<file path="src/sv/frame_pace_sleep_limiter_defines.svh">
// Assertion macros shared by the frame pace limiter RTL.
// All of them sample on clock and are switched off while reset is high.
`ifndef FRAME_PACE_SLEEP_LIMITER_DEFINES_SVH
`define FRAME_PACE_SLEEP_LIMITER_DEFINES_SVH

// Consequent must hold in the same cycle as the antecedent.
`define FPSL_ASSERT_SAME(label, ante, cons, msg) \
   label: assert property (@(posedge clock) disable iff (reset) (ante) |-> (cons)) \
      else $error(msg);

// Consequent must hold in the cycle after the antecedent.
`define FPSL_ASSERT_NEXT(label, ante, cons, msg) \
   label: assert property (@(posedge clock) disable iff (reset) (ante) |=> (cons)) \
      else $error(msg);

`endif

</file>
<file path="src/sv/fpsl_pkg.sv">
`default_nettype none

package fpsl_pkg;

   localparam int ELAPSED_W = 40;
   localparam int COUNT_W   = 16;
   localparam int SLEEP_W   = 30;
   localparam int TARGET_W  = 8;

   localparam int HISTORY_DEPTH_DEF = 10;
   localparam int KEEP_COUNT_DEF    = 8;

   localparam logic [SLEEP_W-1:0] NS_PER_SECOND = 30'd1_000_000_000;

   localparam int CSR_IDX_W  = 2;
   localparam int CSR_DATA_W = 16;

   typedef enum logic [CSR_IDX_W-1:0] {
      CSR_RATE_THRESHOLD = 2'd0,
      CSR_HIGH_TARGET    = 2'd1,
      CSR_LOW_TARGET     = 2'd2,
      CSR_TRIMMED_MODE   = 2'd3
   } csr_index_type;

   typedef struct packed {
      logic [ELAPSED_W-1:0] elapsed_ns;
      logic [COUNT_W-1:0]   client_count;
   } req_type;

   typedef struct packed {
      logic [SLEEP_W-1:0]   sleep_ns;
      logic                 sleep_valid;
      logic [ELAPSED_W-1:0] average_ns;
   } rsp_type;

   typedef struct packed {
      logic load;
      logic push;
      logic sum_step;
      logic min_step;
      logic frame_start;
      logic avg_start;
      logic out_load;
   } cmd_type;

   typedef struct packed {
      logic target_zero;
      logic trimmed;
      logic scan_last;
      logic need_trim;
      logic trim_last;
      logic frame_done;
      logic avg_done;
      logic out_free;
   } status_type;

endpackage

`default_nettype wire

</file>
<file path="src/sv/fpsl_divider.sv">
`default_nettype none

// Restoring divider, one quotient bit per cycle.
module fpsl_divider #(
   parameter int NUM_W = 30,
   parameter int DEN_W = 8
) (
   input  wire logic             clock,
   input  wire logic             reset,
   input  wire logic             start,
   input  wire logic [NUM_W-1:0] num,
   input  wire logic [DEN_W-1:0] den,
   output logic                  busy,
   output logic [NUM_W-1:0]      quot
);

   localparam int CNT_W = $clog2(NUM_W + 1);

   logic [NUM_W-1:0] work_ff, work_in;
   logic [DEN_W-1:0] rem_ff, rem_in;
   logic [DEN_W-1:0] den_ff, den_in;
   logic [CNT_W-1:0] cnt_ff, cnt_in;
   logic             busy_ff, busy_in;
   logic [DEN_W:0]   shifted;
   logic [DEN_W:0]   diff;
   logic             ge;

   assign shifted = {rem_ff, work_ff[NUM_W-1]};
   assign ge      = shifted >= {1'b0, den_ff};
   assign diff    = shifted - {1'b0, den_ff};

   always_comb begin
      work_in = work_ff;
      rem_in  = rem_ff;
      den_in  = den_ff;
      cnt_in  = cnt_ff;
      busy_in = busy_ff;
      if (start) begin
         work_in = num;
         rem_in  = '0;
         den_in  = den;
         cnt_in  = CNT_W'(NUM_W);
         busy_in = 1'b1;
      end else if (busy_ff) begin
         // shift in the next dividend bit, subtract when it fits
         work_in = {work_ff[NUM_W-2:0], ge};
         rem_in  = ge ? diff[DEN_W-1:0] : shifted[DEN_W-1:0];
         cnt_in  = cnt_ff - CNT_W'(1);
         busy_in = cnt_ff != CNT_W'(1);
      end
   end

   always_ff @(posedge clock) begin
      if (reset) begin
         busy_ff <= 1'b0;
         cnt_ff  <= '0;
      end else begin
         busy_ff <= busy_in;
         cnt_ff  <= cnt_in;
      end
   end

   always_ff @(posedge clock) begin
      work_ff <= work_in;
      rem_ff  <= rem_in;
      den_ff  <= den_in;
   end

   assign busy = busy_ff;
   assign quot = work_ff;

endmodule

`default_nettype wire

</file>
<file path="src/sv/fpsl_datapath.sv">
`default_nettype none

module fpsl_datapath #(
   parameter int HISTORY_DEPTH = fpsl_pkg::HISTORY_DEPTH_DEF,
   parameter int KEEP_COUNT    = fpsl_pkg::KEEP_COUNT_DEF
) (
   input  wire logic                             clock,
   input  wire logic                             reset,
   input  wire fpsl_pkg::req_type                req_data,
   input  wire fpsl_pkg::cmd_type                cmd,
   output fpsl_pkg::status_type                  status,
   output logic                                  rsp_valid,
   input  wire logic                             rsp_ready,
   output fpsl_pkg::rsp_type                     rsp_data,
   input  wire logic                             csr_we,
   input  wire logic [fpsl_pkg::CSR_IDX_W-1:0]   csr_index,
   input  wire logic [fpsl_pkg::CSR_DATA_W-1:0]  csr_wdata
);

   localparam int EW     = fpsl_pkg::ELAPSED_W;
   localparam int SW     = fpsl_pkg::SLEEP_W;
   localparam int TW     = fpsl_pkg::TARGET_W;
   localparam int CW     = fpsl_pkg::COUNT_W;
   localparam int CNT_W  = $clog2(HISTORY_DEPTH + 1);
   localparam int IDX_W  = $clog2(HISTORY_DEPTH);
   localparam int KEEP_W = $clog2(KEEP_COUNT + 1);
   localparam int SUM_W  = EW + CNT_W;

   // configuration
   logic [CW-1:0] thresh_ff, thresh_in;
   logic [TW-1:0] high_ff, high_in;
   logic [TW-1:0] low_ff, low_in;
   logic          trimmed_ff, trimmed_in;

   // item operands
   logic [EW-1:0] elapsed_ff, elapsed_in;
   logic [TW-1:0] target_ff, target_in;

   // history and trimming scan
   logic [EW-1:0]            hist_ff [HISTORY_DEPTH];
   logic [EW-1:0]            hist_in [HISTORY_DEPTH];
   logic [CNT_W-1:0]         count_ff, count_in;
   logic [HISTORY_DEPTH-1:0] used_ff, used_in;
   logic [IDX_W-1:0]         idx_ff, idx_in;
   logic [SUM_W-1:0]         sum_ff, sum_in;
   logic [EW-1:0]            min_val_ff, min_val_in;
   logic [IDX_W-1:0]         min_idx_ff, min_idx_in;
   logic                     have_ff, have_in;
   logic [CNT_W-1:0]         trim_left_ff, trim_left_in;

   // result stage
   logic                     rsp_valid_ff, rsp_valid_in;
   fpsl_pkg::rsp_type        rsp_ff, rsp_in;

   logic [EW-1:0]     cand;
   logic              scan_last;
   logic              take;
   logic [EW-1:0]     best_val;
   logic [IDX_W-1:0]  best_idx;
   logic              need_trim;
   logic [KEEP_W-1:0] keep;
   logic              frame_busy;
   logic              avg_busy;
   logic [SW-1:0]     frame_quot;
   logic [SUM_W-1:0]  avg_quot;
   logic [EW-1:0]     average;
   logic              fire;
   logic [SW-1:0]     sleep;

   assign cand      = hist_ff[idx_ff];
   assign scan_last = idx_ff == IDX_W'(count_ff - CNT_W'(1));
   assign take      = !used_ff[idx_ff] && (!have_ff || cand < min_val_ff);
   assign best_val  = take ? cand : min_val_ff;
   assign best_idx  = take ? idx_ff : min_idx_ff;
   assign need_trim = 32'(count_ff) > 32'(KEEP_COUNT);
   assign keep      = need_trim ? KEEP_W'(KEEP_COUNT) : KEEP_W'(count_ff);

   fpsl_divider #(
      .NUM_W (SW),
      .DEN_W (TW)
   ) u_frame_div (
      .clock (clock),
      .reset (reset),
      .start (cmd.frame_start),
      .num   (fpsl_pkg::NS_PER_SECOND),
      .den   (target_ff),
      .busy  (frame_busy),
      .quot  (frame_quot)
   );

   fpsl_divider #(
      .NUM_W (SUM_W),
      .DEN_W (KEEP_W)
   ) u_avg_div (
      .clock (clock),
      .reset (reset),
      .start (cmd.avg_start),
      .num   (sum_ff),
      .den   (keep),
      .busy  (avg_busy),
      .quot  (avg_quot)
   );

   always_comb begin
      thresh_in  = thresh_ff;
      high_in    = high_ff;
      low_in     = low_ff;
      trimmed_in = trimmed_ff;
      if (csr_we) begin
         case (csr_index)
            fpsl_pkg::CSR_RATE_THRESHOLD: thresh_in  = csr_wdata[CW-1:0];
            fpsl_pkg::CSR_HIGH_TARGET:    high_in    = csr_wdata[TW-1:0];
            fpsl_pkg::CSR_LOW_TARGET:     low_in     = csr_wdata[TW-1:0];
            fpsl_pkg::CSR_TRIMMED_MODE:   trimmed_in = csr_wdata[0];
            default: ;
         endcase
      end
   end

   always_comb begin
      elapsed_in = elapsed_ff;
      target_in  = target_ff;
      if (cmd.load) begin
         elapsed_in = req_data.elapsed_ns;
         target_in  = (req_data.client_count >= thresh_ff) ? high_ff : low_ff;
      end
   end

   always_comb begin
      hist_in  = hist_ff;
      count_in = count_ff;
      if (cmd.push) begin
         // newest first, drop the oldest
         hist_in[0] = elapsed_ff;
         for (int i = 1; i < HISTORY_DEPTH; i++) begin
            hist_in[i] = hist_ff[i-1];
         end
         if (count_ff != CNT_W'(HISTORY_DEPTH)) begin
            count_in = count_ff + CNT_W'(1);
         end
      end
   end

   // Sum all valid entries, then remove the smallest ones one scan at a time.
   always_comb begin
      idx_in       = idx_ff;
      sum_in       = sum_ff;
      used_in      = used_ff;
      have_in      = have_ff;
      min_val_in   = min_val_ff;
      min_idx_in   = min_idx_ff;
      trim_left_in = trim_left_ff;
      if (cmd.push) begin
         idx_in  = '0;
         sum_in  = '0;
         used_in = '0;
         have_in = 1'b0;
      end else if (cmd.sum_step) begin
         sum_in = sum_ff + SUM_W'(cand);
         if (scan_last) begin
            idx_in       = '0;
            have_in      = 1'b0;
            trim_left_in = need_trim ? CNT_W'(count_ff - CNT_W'(KEEP_COUNT)) : '0;
         end else begin
            idx_in = idx_ff + IDX_W'(1);
         end
      end else if (cmd.min_step) begin
         if (scan_last) begin
            sum_in            = sum_ff - SUM_W'(best_val);
            used_in[best_idx] = 1'b1;
            trim_left_in      = trim_left_ff - CNT_W'(1);
            idx_in            = '0;
            have_in           = 1'b0;
         end else begin
            idx_in     = idx_ff + IDX_W'(1);
            min_val_in = best_val;
            min_idx_in = best_idx;
            have_in    = have_ff | take;
         end
      end
   end

   assign average = trimmed_ff ? avg_quot[EW-1:0] : elapsed_ff;
   assign fire    = (elapsed_ff < EW'(frame_quot)) && (average < EW'(frame_quot));
   assign sleep   = fire ? frame_quot - elapsed_ff[SW-1:0] : '0;

   always_comb begin
      rsp_valid_in = rsp_valid_ff;
      rsp_in       = rsp_ff;
      if (cmd.out_load) begin
         rsp_valid_in = 1'b1;
         if (target_ff == '0) begin
            rsp_in = '0;
         end else begin
            rsp_in.sleep_ns    = sleep;
            rsp_in.sleep_valid = sleep != '0;
            rsp_in.average_ns  = average;
         end
      end else if (rsp_ready) begin
         rsp_valid_in = 1'b0;
      end
   end

   always_ff @(posedge clock) begin
      if (reset) begin
         thresh_ff    <= '0;
         high_ff      <= '0;
         low_ff       <= '0;
         trimmed_ff   <= 1'b0;
         count_ff     <= '0;
         used_ff      <= '0;
         idx_ff       <= '0;
         have_ff      <= 1'b0;
         trim_left_ff <= '0;
         rsp_valid_ff <= 1'b0;
      end else begin
         thresh_ff    <= thresh_in;
         high_ff      <= high_in;
         low_ff       <= low_in;
         trimmed_ff   <= trimmed_in;
         count_ff     <= count_in;
         used_ff      <= used_in;
         idx_ff       <= idx_in;
         have_ff      <= have_in;
         trim_left_ff <= trim_left_in;
         rsp_valid_ff <= rsp_valid_in;
      end
   end

   always_ff @(posedge clock) begin
      elapsed_ff <= elapsed_in;
      target_ff  <= target_in;
      hist_ff    <= hist_in;
      sum_ff     <= sum_in;
      min_val_ff <= min_val_in;
      min_idx_ff <= min_idx_in;
      rsp_ff     <= rsp_in;
   end

   always_comb begin
      status.target_zero = target_ff == '0;
      status.trimmed     = trimmed_ff;
      status.scan_last   = scan_last;
      status.need_trim   = need_trim;
      status.trim_last   = trim_left_ff == CNT_W'(1);
      status.frame_done  = !frame_busy;
      status.avg_done    = !avg_busy;
      status.out_free    = !rsp_valid_ff || rsp_ready;
   end

   assign rsp_valid = rsp_valid_ff;
   assign rsp_data  = rsp_ff;

endmodule

`default_nettype wire

</file>
<file path="src/sv/fpsl_ctrl.sv">
`default_nettype none

module fpsl_ctrl (
   input  wire logic                 clock,
   input  wire logic                 reset,
   input  wire logic                 req_valid,
   output logic                      req_ready,
   input  wire fpsl_pkg::status_type status,
   output fpsl_pkg::cmd_type         cmd
);

   typedef enum logic [6:0] {
      S_IDLE = 7'b0000001,
      S_LOAD = 7'b0000010,
      S_SUM  = 7'b0000100,
      S_TRIM = 7'b0001000,
      S_AVG  = 7'b0010000,
      S_WAIT = 7'b0100000,
      S_DONE = 7'b1000000
   } state_type;

   state_type state_ff, state_in;

   always_comb begin
      state_in = state_ff;
      cmd      = '0;
      case (state_ff)
         S_IDLE: begin
            if (req_valid) begin
               cmd.load = 1'b1;
               state_in = S_LOAD;
            end
         end
         S_LOAD: begin
            if (status.target_zero) begin
               state_in = S_DONE;
            end else begin
               cmd.frame_start = 1'b1;
               if (status.trimmed) begin
                  cmd.push = 1'b1;
                  state_in = S_SUM;
               end else begin
                  state_in = S_WAIT;
               end
            end
         end
         S_SUM: begin
            cmd.sum_step = 1'b1;
            if (status.scan_last) begin
               state_in = status.need_trim ? S_TRIM : S_AVG;
            end
         end
         S_TRIM: begin
            cmd.min_step = 1'b1;
            if (status.scan_last && status.trim_last) begin
               state_in = S_AVG;
            end
         end
         S_AVG: begin
            cmd.avg_start = 1'b1;
            state_in      = S_WAIT;
         end
         S_WAIT: begin
            if (status.frame_done && (status.avg_done || !status.trimmed)) begin
               state_in = S_DONE;
            end
         end
         S_DONE: begin
            // hold until the result register is free
            if (status.out_free) begin
               cmd.out_load = 1'b1;
               state_in     = S_IDLE;
            end
         end
         default: begin
            state_in = S_IDLE;
         end
      endcase
   end

   always_ff @(posedge clock) begin
      if (reset) begin
         state_ff <= S_IDLE;
      end else begin
         state_ff <= state_in;
      end
   end

   assign req_ready = state_ff == S_IDLE;

endmodule

`default_nettype wire

</file>
<file path="src/sv/frame_pace_sleep_limiter.sv">
`default_nettype none
`include "frame_pace_sleep_limiter_defines.svh"

// Frame pace limiter: one request per frame tick, one response per request, in order.
// Items are handled one at a time; the next request is taken once the previous
// result sits in the response register, even if that result is not yet consumed.
// A tick whose selected target is zero skips both dividers. In plain mode the result
// waits on the serial division 1e9/target. In trimmed mode, with n valid history
// entries and K = KEEP_COUNT, the history is summed in one scan, the (n - K)
// smallest entries are removed with one scan of n entries each when n > K, then a
// serial divider of 40 + clog2(HISTORY_DEPTH + 1) quotient bits computes the average.
// Configuration writes take effect at once and should be issued only when idle.
module frame_pace_sleep_limiter #(
   parameter int HISTORY_DEPTH = fpsl_pkg::HISTORY_DEPTH_DEF,
   parameter int KEEP_COUNT    = fpsl_pkg::KEEP_COUNT_DEF
) (
   input  wire logic                             clock,
   input  wire logic                             reset,
   input  wire logic                             req_valid,
   output logic                                  req_ready,
   input  wire fpsl_pkg::req_type                req_data,
   output logic                                  rsp_valid,
   input  wire logic                             rsp_ready,
   output fpsl_pkg::rsp_type                     rsp_data,
   input  wire logic                             csr_we,
   input  wire logic [fpsl_pkg::CSR_IDX_W-1:0]   csr_index,
   input  wire logic [fpsl_pkg::CSR_DATA_W-1:0]  csr_wdata
);

   fpsl_pkg::cmd_type    cmd;
   fpsl_pkg::status_type status;

   fpsl_ctrl u_ctrl (
      .clock     (clock),
      .reset     (reset),
      .req_valid (req_valid),
      .req_ready (req_ready),
      .status    (status),
      .cmd       (cmd)
   );

   fpsl_datapath #(
      .HISTORY_DEPTH (HISTORY_DEPTH),
      .KEEP_COUNT    (KEEP_COUNT)
   ) u_datapath (
      .clock     (clock),
      .reset     (reset),
      .req_data  (req_data),
      .cmd       (cmd),
      .status    (status),
      .rsp_valid (rsp_valid),
      .rsp_ready (rsp_ready),
      .rsp_data  (rsp_data),
      .csr_we    (csr_we),
      .csr_index (csr_index),
      .csr_wdata (csr_wdata)
   );

   `FPSL_ASSERT_NEXT(a_one_item, req_valid && req_ready, !req_ready, "request taken while busy")
   `FPSL_ASSERT_SAME(a_out_free, cmd.out_load, status.out_free, "result overwrote pending response")
   `FPSL_ASSERT_SAME(a_frame_idle, cmd.frame_start, status.frame_done, "frame divider restarted")
   `FPSL_ASSERT_SAME(a_avg_idle, cmd.avg_start, status.avg_done, "average divider restarted")

endmodule

`default_nettype wire

</file>
<file path="config.mk">
export PLATFORM = sky130hd
export DESIGN_NAME = frame_pace_sleep_limiter
export DESIGN_NICKNAME = d
export VERILOG_FILES = /design/src/sv/fpsl_pkg.sv /design/src/sv/fpsl_divider.sv /design/src/sv/fpsl_datapath.sv /design/src/sv/fpsl_ctrl.sv /design/src/sv/frame_pace_sleep_limiter.sv
export VERILOG_INCLUDE_DIRS = /design/src /design/src/sv
export SDC_FILE = /design/constraint.sdc
export NUM_CORES = 1
export LEC_CHECK = 0
export BUFFER_PORTS_ARGS = -buffer_cell sky130_fd_sc_hd__clkbuf_2
export CORE_MARGIN = 3
export CORE_UTILIZATION = 50
export CTS_BUF_LIST = sky130_fd_sc_hd__clkbuf_4
export DETAILED_ROUTE_END_ITERATION = 8
export PLACE_DENSITY = 0.71
export SYNTH_ARGS = -nofsm -noshare
export SYNTH_HDL_FRONTEND = slang
export SYNTH_SLANG_ARGS = --single-unit
</file>
<file path="constraint.sdc">
create_clock -name clock -period 16.6 [get_ports clock]
set_input_delay 3.32 -clock clock [delete_from_list [all_inputs] [get_ports clock]]
set_output_delay 3.32 -clock clock [all_outputs]
set_load 0.005 [all_outputs]
</file>
==> qor.yml, run 1 <==
cts:
  root_buffer: "clkbuf_4"
  cts_buffer_depth: 3
  cts_made_buffers: 198
  ctsResizeCount: 0
  clock-sinks: 782
  postCtsSetupBuffers: 0
  hold_buffers: 0
  cts.clk_slew.worst_paths_ps: 70
  htreeDepth: 4
  cts_tree: "built"
  clock_latency_ps: 1030
yosys:
  synthCells: 3251
  synth-seq-cells: 782
  synth_most_common_cell: "edfxtp_1"
  synth_nets: 3545
  async_flop_share: 0
  synth_cell_types: 82
  synth_top_area_cell: "edfxtp_1"
  synth_area_sq_mm: 0.0386
  ys.flop_type: "edfxtp_1"
  yosys-top-cells-count: "edfxtp_1, nand2_1, nor2_1"
  syn_avg_cell_area_sq_um: 11.9
  yosysWarnings: 0
  synthTopCellsByArea: "edfxtp_1, dfxtp_1, ha_1"
  seq_area_frac_synth: 0.566
  synth_edf_count: 619
  synth_top_area_share: 0.482
sta:
  setup_violations: 0
  final.setup.tns_ps: 0
  maxSlewViolCount: 0
  fmax_ghz: 0.0937
  hold_slack_ps: 415
  period_share: 0.643
  rsz0062_at_grt: "false"
  finalHoldViolations: 0
  fin_crit_ps: 10670
  tightest_slew_ps: 1280
  finalClockSkew_ps: 51.1
  max_slew_margin: 0.137
floorplanning:
  die_area_sq_mm: 0.0806
  die_w_um: 284
  initial_core_util: 0.507
  core_area_sq_mm: 0.0762
  rows: 101
  die_h_um: 284
  ios: 152
layout:
  finalNetCount: 3793
  fin_util: 0.563
  area_growth_pct: 11.2
  drive_gt1_frac: 0.177
power:
  ir_drop_uv: 66.0
  p_per_area_mw_per_mm2: 117
  cellLeakagePower_nw: 16.1
detailed_routing:
  wl_per_cell_um: 20.7
  drt-pass1-iter-count: 5
  drc: 0
  via_count: 27100
  wirelength_um: 97000
  ant_nets: 0
  drt_iter0_drc: 2810
  vias_per_cell: 5.78
worst_setup_path:
  timing.rr.end: "u_datapath.sum_ff[43]"
  path_buf_inv: 3
  cp.depth: 33
  required_ps: 17540
  cpMaxStageDelayCell: "buf_4"
  endpoint: "u_datapath.sum_ff[43]"
  crit_path_max_fanout: 80
  end_kind: "register"
  crit_start: "u_datapath.idx_ff[1]"
  ff2ff_path_depth: 33
  slowest_delay_ps: 810
  r2r-start: "u_datapath.idx_ff[1]"
  arrival_ps: 11610
  reg2reg_slack_ps: 5930
  crit_path_start_kind: "register"
  worstSetupPathType: "register to register"
  crit_family: "simple AND/OR/NAND/NOR gates"
global_route:
  antenna_found_initial: 2
  grt_pass1_vias: 26200
  grt_pass1_wl_um: 151000
  gr-total-overflow: 0
  grt_max_degree: 124
  grt_use_total: 0.239
worst_hold_path:
  hold_class: "register to register"
placed_design:
  place_hpwl_um: 66100
  io_buffer_count: 151
  place.gp.congestion: 0.944
outcome:
  status: "finished, final reports clean"
flow_run:
  drv_cap: 0
[placed cells by master (no fill, tap or decap), types with 28 or more instances in the layout]
cell type,Yosys,final
clkbuf_4,0,288
nand3_1,51,50
nor2b_1,50,48
clkbuf_2,0,151
mux4_2,82,82
nand2_1,360,358
xor2_1,44,44
a211oi_1,30,30
xnor2_1,61,61
a21o_1,69,69
mux2i_1,126,126
clkinv_1,0,53
a21oi_1,224,224
o21ai_1,31,30
inv_1,175,174
o21ai_0,125,124
ha_1,211,211
nor2_1,270,265
buf_4,6,32
dfxtp_1,163,159
edfxtp_1,619,619
nor3_1,44,44
a22oi_1,28,28
nand4_1,36,36
[state kept, by name (all words and copies together) (netlist names), 5 cells and up]
name / flops
u_datapath.u_frame_div.quot: 30
u_datapath.u_frame_div.rem_ff: 8
u_datapath.sum_ff: 44
u_datapath.u_frame_div.cnt_ff: 5
u_ctrl.state_ff: 7
u_datapath.hist_ff: 400
u_datapath.target_ff: 8
u_datapath.min_val_ff: 40
u_datapath.u_avg_div.cnt_ff: 6
u_datapath.thresh_ff: 16
u_datapath.high_ff: 8
u_datapath.low_ff: 8
u_datapath.elapsed_ff: 40
u_datapath.u_avg_div.quot: 44
u_datapath.used_ff: 10
u_datapath.rsp_data: 71
u_datapath.u_frame_div.den_ff: 8
[routing by layer]
metal  wire [um]  track usage
met1       42900        0.343
met2       43600        0.362
met3        8030       0.0504
met4        2490       0.0823
met5           0            0
[how the worst min path moves through the flow]
stage	startpoint	end	slack, ps	cells after the start
floorplan	u_datapath.target_ff[2]	u_datapath.u_frame_div.den_ff[2]	420	0
global placement	u_datapath.hist_ff[281]	u_datapath.hist_ff[241]	420	0
detailed placement	u_datapath.hist_ff[89]	u_datapath.hist_ff[49]	430	0
CTS	u_datapath.hist_ff[253]	u_datapath.hist_ff[213]	400	0
global route	u_datapath.hist_ff[211]	u_datapath.hist_ff[171]	410	0
finish	u_datapath.hist_ff[211]	u_datapath.hist_ff[171]	410	0
[per-stage QoR]
| step | power (mW) | setup slack [ps] | cell area (sq um) | cells |
|---|---|---|---|---|
| 6_report | 5.03 | 5930 | 42900 | 4694 |
| 5_1_grt | 5.30 | 5150 | 42900 | 4691 |
| 4_1_cts | 5.06 | 6020 | 42900 | 4685 |
| 3_5_place_dp | 3.42 | 6030 | 40400 | 4329 |
| 3_3_place_gp | 3.40 | 6370 | 40400 | 4329 |
| 2_1_floorplan | 3.09 | 2490 | 38600 | 3251 |
[final cells by class]
| type | count | area, sq um |
|---|---|---|
| fillers | 6338 | 33300 |
| repair buffers | 184 | 1020 |
| well taps | 1030 | 1290 |
| inverters | 178 | 676 |
| flip-flops and latches | 782 | 21900 |
| clock inverters | 68 | 332 |
| multi-input cells | 2155 | 15600 |
| clock buffers | 288 | 2160 |
| diodes | 9 | 22.5 |
[kinds of logic (layout without fill, tap and decap cells)]
logic type / Yosys count / after routing / synth area share
muxes: 236 / 236 / 0.0893
xor gates and xnor gates: 105 / 105 / 0.0238
and+or+nand+nor: 939 / 939 / 0.112
buffers and inverters: 314 / 718 / 0.0328
adders and majority gates: 215 / 215 / 0.0705
DFF: 782 / 782 / 0.566
other: 0 / 9 / 0
AOI/OAI and AO/OA: 660 / 660 / 0.105
[power breakdown]
part,leakage (nW),internal [mW],switching [mW],total [mW]
logic,7.70,0.403,0.641,1.04
registers,6.89,2.24,0.109,2.35
clock network,1.48,0.827,0.804,1.63
No activity file was read; power rests on OpenSTA's default activity.
==> run 2: changes to the inputs <==
==> constraint.sdc (replaced) <==
create_clock -name clock -period 10.8 [get_ports clock]
set_input_delay 2.16 -clock clock [delete_from_list [all_inputs] [get_ports clock]]
set_output_delay 2.16 -clock clock [all_outputs]
set_load 0.005 [all_outputs]
==> qor.yml, run 2 (synthesis results as in run 1) <==
outcome:
  status: "finished, final reports clean"
worst_setup_path:
  crit_path_max_fanout: 48  # -40%
  arrival_ps: 10750  # -860 ps
  worstSetupPathType: "register to register"
  cpMaxStageDelayCell: "dfxtp_4"
  end_kind: "register"
  slowest_delay_ps: 910  # +100 ps
  crit_path_start_kind: "register"
  required_ps: 11760  # -5780 ps
sta:
  setup_violations: 0  # unchanged
  finalHoldViolations: 0  # unchanged
  period_share: 0.906  # +0.263
  rsz0062_at_grt: "false"
  fmax_ghz: 0.102  # +9.0%
  maxSlewViolCount: 0  # unchanged
  hold_slack_ps: 415  # +0.568 ps
  fin_crit_ps: 9790  # -884 ps
  final.setup.tns_ps: 0  # unchanged
  worst_slack_ps: 1010  # -4920 ps
  tightest_slew_ps: 1420  # +139 ps
  finalClockSkew_ps: 68.1  # +17.1 ps
  max_slew_margin: 0.0434  # -0.0935
floorplanning:
  rows: 101  # unchanged
  die_area_sq_mm: 0.0806  # unchanged
  die_w_um: 284  # unchanged
  die_h_um: 284  # unchanged
  core_area_sq_mm: 0.0762  # unchanged
  ios: 152  # unchanged
  initial_core_util: 0.507  # unchanged
cts:
  hold_buffers: 0  # unchanged
  cts_made_buffers: 197  # -0.51%
  cts_tree: "built"
  cts.clk_slew.worst_paths_ps: 70  # about the same
  postCtsSetupBuffers: 0  # unchanged
  clock_latency_ps: 1070  # +40 ps
  ctsResizeCount: 0  # unchanged
  htreeDepth: 4  # unchanged
  cts_buffer_depth: 3  # unchanged
  root_buffer: "clkbuf_4"
  clock-sinks: 782  # unchanged
layout:
  top_register: "u_datapath.hist_ff"
  finalNetCount: 3801  # +0.21%
  largest_reg_flops: 400  # unchanged
  mostFrequentLayoutCells: "edfxtp_1, nand2_1, clkbuf_4"
  drive_gt1_frac: 0.183  # +0.00641
  fill_cells: 6430  # +1.5%
  final_common_cell: "edfxtp_1"
  area_growth_pct: 11.7
detailed_routing:
  via_count: 27200  # +0.32%
  ant_nets: 0  # unchanged
  vias_per_cell: 5.77  # about the same
  drt_iter0_drc: 2533  # -9.9%
  drt-pass1-iter-count: 8  # +3
  drc: 0  # unchanged
  wirelength_um: 98200  # +1.2%
  wl_per_cell_um: 20.8  # +0.83%
global_route:
  grt_pass1_vias: 26300  # +0.057%
  gr-total-overflow: 0  # unchanged
  grt_use_total: 0.240  # +0.00127
  grt_pass1_wl_um: 151000  # +0.12%
  antenna_found_initial: 5  # +3
  grt_max_degree: 155  # +25%
placed_design:
  place_ws_ps: 1160  # -4870 ps
  place_hpwl_um: 67600  # +2.2%
  io_buffer_count: 151  # unchanged
  place.gp.congestion: 0.926  # -1.9%
flow_run:
  drv_cap: 0  # unchanged
power:
  cellLeakagePower_nw: 16.2  # +0.81%
  ir_drop_uv: 143  # +120%
  p_per_area_mw_per_mm2: 182  # +56%
worst_hold_path:
  hold_class: "register to register"
==> run 2: cell count changes in the layout (fill, tap and decap cells not counted), moves of 2 or more <==
cell / previous run / this run
diode_2: 9 / 11
clkbuf_4: 288 / 304
bufinv_16: 2 / 4
clkinv_2: 8 / 4
buf_4: 32 / 40
clkinv_1: 53 / 41
==> run 2: power breakdown <==
group | total (mW) | switching, mW | internal, mW
logic | 1.65 | 1.02 | 0.624
registers | 3.61 | 0.159 | 3.45
clock network | 2.61 | 1.23 | 1.38
total | 7.86 | 2.41 | 5.45
==> run 2: critical path: cells and delay by family, from the launching register on <==
| family | cells | cell delay [ps] |
|---|---|---|
| DFF | 1 | 910 |
| xor gates and xnor gates | 1 | 180 |
| adders and majority gates | 3 | 1210 |
| buffers and inverters | 2 | 440 |
| muxes | 4 | 1110 |
| and+or+nand+nor | 12 | 3180 |
| AOI/OAI and AO/OA | 10 | 2600 |
==> run 2: area by class of cell <==
class / instances / area [sq um] / area share
Clock inverter: 57 / 348 / 0.00806
Inverter: 178 / 676 / 0.0157
Sequential cell: 782 / 21900 / 0.507
Timing Repair Buffer: 193 / 1100 / 0.0254
Clock buffer: 304 / 2280 / 0.0529
Multi-Input combinational cell: 2155 / 15600 / 0.361
Antenna cell: 11 / 27.5 / 0.000638
Tap cell: 1030 / 1290 / 0.0299
==> run 2: worst paths after layout <==
kind                      startpoint                     end  slack (ps)  depth (start not counted)
max             u_datapath.idx_ff[1]   u_datapath.sum_ff[43]        1010                         32
min          u_datapath.hist_ff[129]  u_datapath.hist_ff[89]         420                          0
min reg2reg  u_datapath.hist_ff[129]  u_datapath.hist_ff[89]         420                          0
max reg2reg     u_datapath.idx_ff[1]   u_datapath.sum_ff[43]        1010                         32
==> run 2: per-layer routing <==
layer	vias to the layer above	global-route usage	wire, um
li1	12700	-	-
met1	13200	0.340	42900
met2	1118	0.371	44400
met3	179	0.0508	8290
met4	2	0.0810	2530
met5	-	0	20
==> run 2: through the flow <==
step / std cells / instance area (sq um) / utilization / power (mW)
3_5_place_dp: 4338 / 40500 / 0.531 / 5.28
5_1_grt: 4705 / 43100 / 0.566 / 8.29
2_1_floorplan: 3251 / 38600 / - / 4.74
6_report: 4710 / 43100 / 0.566 / 7.86
3_3_place_gp: 4338 / 40500 / 0.531 / 5.25
4_1_cts: 4699 / 43100 / 0.566 / 7.91
